**src/rtl/sgck_pkg.sv**
```systemverilog
// shared widths, register codes, reset values and helpers for the grid cell key unit
package sgck_pkg;

    localparam int POS_W      = 16;
    localparam int COORD_BITS = 16;
    localparam int LEN_W      = 16;
    localparam int KEY_W      = 32;
    localparam int MODE_W     = 2;
    localparam int CFG_IDX_W  = 2;
    localparam int CFG_DATA_W = 16;

    localparam int DIV_W      = POS_W;
    localparam int HIL_LEVELS = POS_W - 1;
    localparam int S_W        = POS_W - 1;
    localparam int SQ_W       = 2 * S_W;
    localparam int PIPE_D     = DIV_W + 1 + HIL_LEVELS;

    localparam logic [LEN_W-1:0]  SCREEN_LENGTH_RST = LEN_W'(5000);
    localparam logic [LEN_W-1:0]  CELL_SIZE_RST     = LEN_W'(100);

    typedef enum logic [MODE_W-1:0] {
        CURVE_LINEAR  = 2'd0,
        CURVE_MORTON  = 2'd1,
        CURVE_HILBERT = 2'd2
    } t_curve;

    typedef enum logic [CFG_IDX_W-1:0] {
        REG_SCREEN_LENGTH = 2'd0,
        REG_CELL_SIZE     = 2'd1,
        REG_CURVE_MODE    = 2'd2
    } t_cfg_reg;

    function automatic logic [2*COORD_BITS-1:0] spread_bits(input logic [COORD_BITS-1:0] v);
        logic [2*COORD_BITS-1:0] r;
        r = '0;
        for (int i = 0; i < COORD_BITS; i++) begin
            r[2*i] = v[i];
        end
        return r;
    endfunction

endpackage

```
**src/rtl/sgck_div.sv**
```systemverilog
// pipelined restoring divider, one quotient bit per stage
module sgck_div (
    input  logic                        i_clk,
    input  logic                        i_en,
    input  logic [sgck_pkg::DIV_W-1:0]  i_dividend,
    input  logic [sgck_pkg::DIV_W-1:0]  i_divisor,
    output logic [sgck_pkg::DIV_W-1:0]  o_quotient
);

    localparam int W = sgck_pkg::DIV_W;

    logic [W-1:0] r_rem [W-1];
    logic [W-1:0] r_dvd [W-1];
    logic [W-1:0] r_dvs [W-1];
    logic [W-1:0] r_quo [W];

    for (genvar k = 0; k < W; k++) begin : g_stage
        logic [W-1:0] src_rem;
        logic [W-1:0] src_dvd;
        logic [W-1:0] src_dvs;
        logic [W-1:0] src_quo;
        logic [W:0]   trial;
        logic [W:0]   diff;
        logic         take;

        if (k == 0) begin : g_first
            assign src_rem = '0;
            assign src_dvd = i_dividend;
            assign src_dvs = i_divisor;
            assign src_quo = '0;
        end else begin : g_next
            assign src_rem = r_rem[k-1];
            assign src_dvd = r_dvd[k-1];
            assign src_dvs = r_dvs[k-1];
            assign src_quo = r_quo[k-1];
        end

        assign trial = {src_rem, src_dvd[W-1]};
        assign diff  = trial - {1'b0, src_dvs};
        assign take  = (trial >= {1'b0, src_dvs});

        always_ff @(posedge i_clk) begin
            if (i_en) begin
                r_quo[k] <= {src_quo[W-2:0], take};
            end
        end

        if (k < W - 1) begin : g_carry
            always_ff @(posedge i_clk) begin
                if (i_en) begin
                    r_rem[k] <= take ? diff[W-1:0] : trial[W-1:0];
                    r_dvd[k] <= {src_dvd[W-2:0], 1'b0};
                    r_dvs[k] <= src_dvs;
                end
            end
        end
    end

    assign o_quotient = r_quo[W-1];

endmodule

```
**config.mk**
```make
export PLATFORM = sky130hd
export DESIGN_NAME = sgck_div
export DESIGN_NICKNAME = d
export VERILOG_FILES = /design/src/rtl/sgck_pkg.sv /design/src/rtl/sgck_div.sv
export SDC_FILE = /design/constraint.sdc
export NUM_CORES = 1
export LEC_CHECK = 0
export ABC_AREA = 1
export BUFFER_PORTS_ARGS = -buffer_cell sky130_fd_sc_hd__buf_2
export CORE_ASPECT_RATIO = 0.8
export CORE_MARGIN = 10
export CORE_UTILIZATION = 44
export DETAILED_ROUTE_END_ITERATION = 16
export GPL_TIMING_DRIVEN = 0
export HOLD_SLACK_MARGIN = 0.03
export PLACE_DENSITY = 0.67
export SYNTH_ARGS = -nofsm -noshare
export SYNTH_HDL_FRONTEND = slang
export SYNTH_SLANG_ARGS = --single-unit
```
**constraint.sdc**
```tcl
create_clock -name i_clk -period 2.6 [get_ports i_clk]
set_input_delay 0.26 -clock i_clk [delete_from_list [all_inputs] [get_ports i_clk]]
set_output_delay 0.26 -clock i_clk [all_outputs]
set_load 0.01 [all_outputs]
```
==> out/qor_table.md <==
| Result | Reported |
|:---|:---|
| Result of the run | finished clean |
| Global-route wire length before repair | 152,000 um |
| Transition time at the pin with the least slew margin | 1.11 ns |
| Per-cell via count in the routed design | 4.91 |
| Worst Reg-to-Reg Cells | 10 |
| CTS H-Tree Depth | 3 |
| DP HPWL | 74,200 um |
| Cell types occupying the most area after synthesis | sky130_fd_sc_hd__edfxtp_1 53%, sky130_fd_sc_hd__nand2_1 16%, sky130_fd_sc_hd__inv_1 8.3% |
| I/O pin count | 50 |
| Iter 0 DRT Violations | 2,668 |
| Ys flop type | sky130_fd_sc_hd__edfxtp_1 |
| Placed standard-cell area | 43,700 um^2 |
| Non-filler cells in the finished layout | 6,232 |
| Mean post-synth cell area | 8.74 um^2 |
| Number of clock sinks | 736 |
| Antenna-violating nets left | 0 |
| Overall power of the completed layout | 50.6 mW |
| Final setup violation count | 0 |
| Cell area after synthesis | 41,700 um^2 |
| Clock root buffer | sky130_fd_sc_hd__clkbuf_16 |
| Peak Freq | 0.402 GHz |
| Final count of hold timing violations | 0 |
| Final instance area | 46,700 um^2 |
| Fraction of synthesized cell area taken by the top area cell type | 53.0% |
| Number of antenna violations at the first check in global routing | 2 |
| Final cycle utilization of the critical path | 95.7% |
| Clock tree from TritonCTS | built |
| CP startpoint kind | flip-flop |
| Library cell occupying the most area in the post-synthesis netlist | sky130_fd_sc_hd__edfxtp_1 |
| Placer congestion estimate | 0.901 |
| Area grow syn2layout | 12.0% |
| Maximum buffer depth of the clock tree | 3 |
| Required time worst endpoint | 3.08 ns |
| Min-Delay Path Class | primary input to flip-flop |
| Core region area | 93,600 um^2 |
| Post-CTS clock slew at the launch and capture registers of the worst setup and hold paths | 0.06 ns |
| Number of cells traversed by the worst hold path | 1 |
| Time the worst path needs with I/O delays and setup | 2.49 ns |
| Worst setup EP type | flip-flop |
| Number of global-route vias before repair | 27,800 |
| Setup clock skew after layout | 0.0189 ns |
| Diodes inserted | 0 |
| Max_cap viols | 0 |
| Initial Util | 44.6% |
| Wire length reported by the detailed router | 97,300 um |
| Hold slack final | 0.0780 ns |
| Register area share after synthesis | 53.0% |
| Count of different cell masters after synthesis | 37 |
| Power density normalized to cell area | 1080 nW/um^2 |
| Die Span Y | 295 um |
| Remaining max-slew budget at the tightest pin | 25.1% |
| Total instance count after detailed placement | 6,055 |
| Synth Net Count | 5,066 |
| Total routing usage reported by global routing | 17.9% |
| Sum of overflow across all layers after global routing | 0 |
| Arrival @ worst endpoint | 2.97 ns |
| CTS buffer count | 80 |
| Worst supply voltage drop on vdd | 0.589 mV |
| Count of port buffers added during placement | 49 |
| Total number of vias | 30,600 |
| Clk Latency, worst-skew pair | 0.64 ns |
| Setup repair after global routing missed its margin | no |
| Net count reported at finish | 5,236 |
| Crit Path Class | flip-flop to flip-flop |
| Die X | 364 um |
| Post-synth EDFFs | 736 |
| Post-Synthesis Cells | 4,776 |
| Count of unresolved DRC violations after routing | 0 |
| Number of pins exceeding their max-slew limit in the final report | 0 |
| Reported leakage power | 23.1 nW |
| Pin count of the biggest net entering global routing | 126 |
| Async set-reset flop share out of synthesis | 0% |
| Setup TNS | 0 ns |
| Share of final-layout standard cells stronger than drive strength 1 | 6.31% |
| Num rows | 100 |
| Synth warnings | 0 |
| Reg-to-reg setup timing slack | 0.11 ns |
| Worst-path fanout max | 10 |
| Die ar. | 108,000 um^2 |
| Drt wl/cell | 15.6 um |
| First drt pass iteration count | 6 |
| Flop and latch count out of synthesis | 736 |
## metrics by stage
stage               setup slack (ns)  utilization (%)
finish                         0.113             49.9
global route                 0.00839             49.9
CTS                            0.166             49.9
detailed placement            -0.131             46.7
global placement               -9.96             46.5
floorplan                      0.677                -
## area by class of cell
type,instances,area (um^2)
Sequential cell,736,22100
Clock inverter,54,628
Inverter,921,3460
Clock buffer,90,2100
Fill cell,8666,46800
Tap cell,1224,1530
Multi-Input combinational cell,3066,15800
Buffer,53,423
Timing Repair Buffer,88,748
## final timing paths
kind | from | to
min | i_en | r_dvs[0][15]$_DFFE_PP_
max | r_rem[0][104]$_DFFE_PP_ | r_rem[0][124]$_DFFE_PP_
min reg2reg | r_quo[14][8]$_DFFE_PP_ | r_quo[15][9]$_DFFE_PP_
max reg2reg | r_rem[0][104]$_DFFE_PP_ | r_rem[0][124]$_DFFE_PP_
## cells by family after synthesis
| logic type | Yosys count | share of synthesized area, % |
|---|---|---|
| simple gates | 2563 | 25.9 |
| buf+inv | 974 | 9.30 |
| flops | 736 | 53.0 |
| fa+ha+maj | 256 | 7.93 |
| compound gates | 157 | 2.02 |
| xor+xnor | 90 | 1.89 |
## cell usage after synthesis (13+ instances only)
cell type / count
sky130_fd_sc_hd__inv_1: 918
sky130_fd_sc_hd__nor2_1: 247
sky130_fd_sc_hd__nand2_1: 1728
sky130_fd_sc_hd__nand3_1: 363
sky130_fd_sc_hd__a21oi_1: 126
sky130_fd_sc_hd__or2_2: 13
sky130_fd_sc_hd__buf_6: 16
sky130_fd_sc_hd__edfxtp_1: 736
sky130_fd_sc_hd__buf_2: 19
sky130_fd_sc_hd__nand3b_1: 25
sky130_fd_sc_hd__xnor2_1: 30
sky130_fd_sc_hd__o21a_1: 14
sky130_fd_sc_hd__fa_1: 14
sky130_fd_sc_hd__ha_1: 242
sky130_fd_sc_hd__xor2_1: 60
sky130_fd_sc_hd__nand2_2: 20
sky130_fd_sc_hd__nand4_1: 66
sky130_fd_sc_hd__nor3_1: 39
## placed cells by master (no fill, tap or decap), types with 14 or more instances in the layout
| master | netlist | routed |
|---|---|---|
| sky130_fd_sc_hd__nand2_1 | 1728 | 1728 |
| sky130_fd_sc_hd__inv_1 | 918 | 918 |
| sky130_fd_sc_hd__nand3b_1 | 25 | 25 |
| sky130_fd_sc_hd__nand2_2 | 20 | 19 |
| sky130_fd_sc_hd__clkinv_2 | 0 | 19 |
| sky130_fd_sc_hd__nand4_1 | 66 | 66 |
| sky130_fd_sc_hd__xor2_1 | 60 | 60 |
| sky130_fd_sc_hd__a21oi_1 | 126 | 126 |
| sky130_fd_sc_hd__buf_6 | 16 | 16 |
| sky130_fd_sc_hd__edfxtp_1 | 736 | 736 |
| sky130_fd_sc_hd__nor2_1 | 247 | 247 |
| sky130_fd_sc_hd__o21a_1 | 14 | 14 |
| sky130_fd_sc_hd__nor3_1 | 39 | 39 |
| sky130_fd_sc_hd__dlygate4sd3_1 | 0 | 32 |
| sky130_fd_sc_hd__nand3_1 | 363 | 363 |
| sky130_fd_sc_hd__xnor2_1 | 30 | 30 |
| sky130_fd_sc_hd__fa_1 | 14 | 14 |
| sky130_fd_sc_hd__clkbuf_16 | 0 | 83 |
| sky130_fd_sc_hd__buf_2 | 19 | 67 |
| sky130_fd_sc_hd__ha_1 | 242 | 242 |
## layer usage
metal  global-route usage, %  part of all wire [%]
met5                       0                 0.013
met1                    28.3                    51
met4                    4.81                   2.3
met3                    3.33                   7.2
met2                    24.6                    39
## critical path, stage by stage (launching register included)
cell                       delay, ns
sky130_fd_sc_hd__edfxtp_1       0.48
sky130_fd_sc_hd__ha_1           0.47
sky130_fd_sc_hd__nand2_1        0.12
sky130_fd_sc_hd__inv_1          0.09
sky130_fd_sc_hd__nand2_1        0.15
sky130_fd_sc_hd__nor4_4         0.23
sky130_fd_sc_hd__nand2_2        0.22
sky130_fd_sc_hd__nand2_4        0.19
sky130_fd_sc_hd__buf_6          0.19
sky130_fd_sc_hd__nand2_1        0.07
sky130_fd_sc_hd__nand2_1        0.13
## registers in the layout, summed over array words and instances (netlist names)
signal  cells
r_rem     240
r_quo     136
r_dvd     120
r_dvs     240
## what timing repair did
| action | 4_1_cts | 5_1_grt |
|---|---|---|
| hold endpoints to repair | 32 | 0 |
| setup buffers | 0 | 1 |
| setup endpoints to repair | 0 | 3 |
| hold buffers | 32 | 0 |
| gates resized for setup | 0 | 2 |
## power by group
group	leakage [nW]	total, mW	internal (mW)	switching, mW
sequential	7.22	18.0	16.4	1.65
clock	1.36	11.8	7.13	4.71
combinational	14.5	20.7	7.16	13.5
Note: power is estimated with default switching activity, not from simulation.
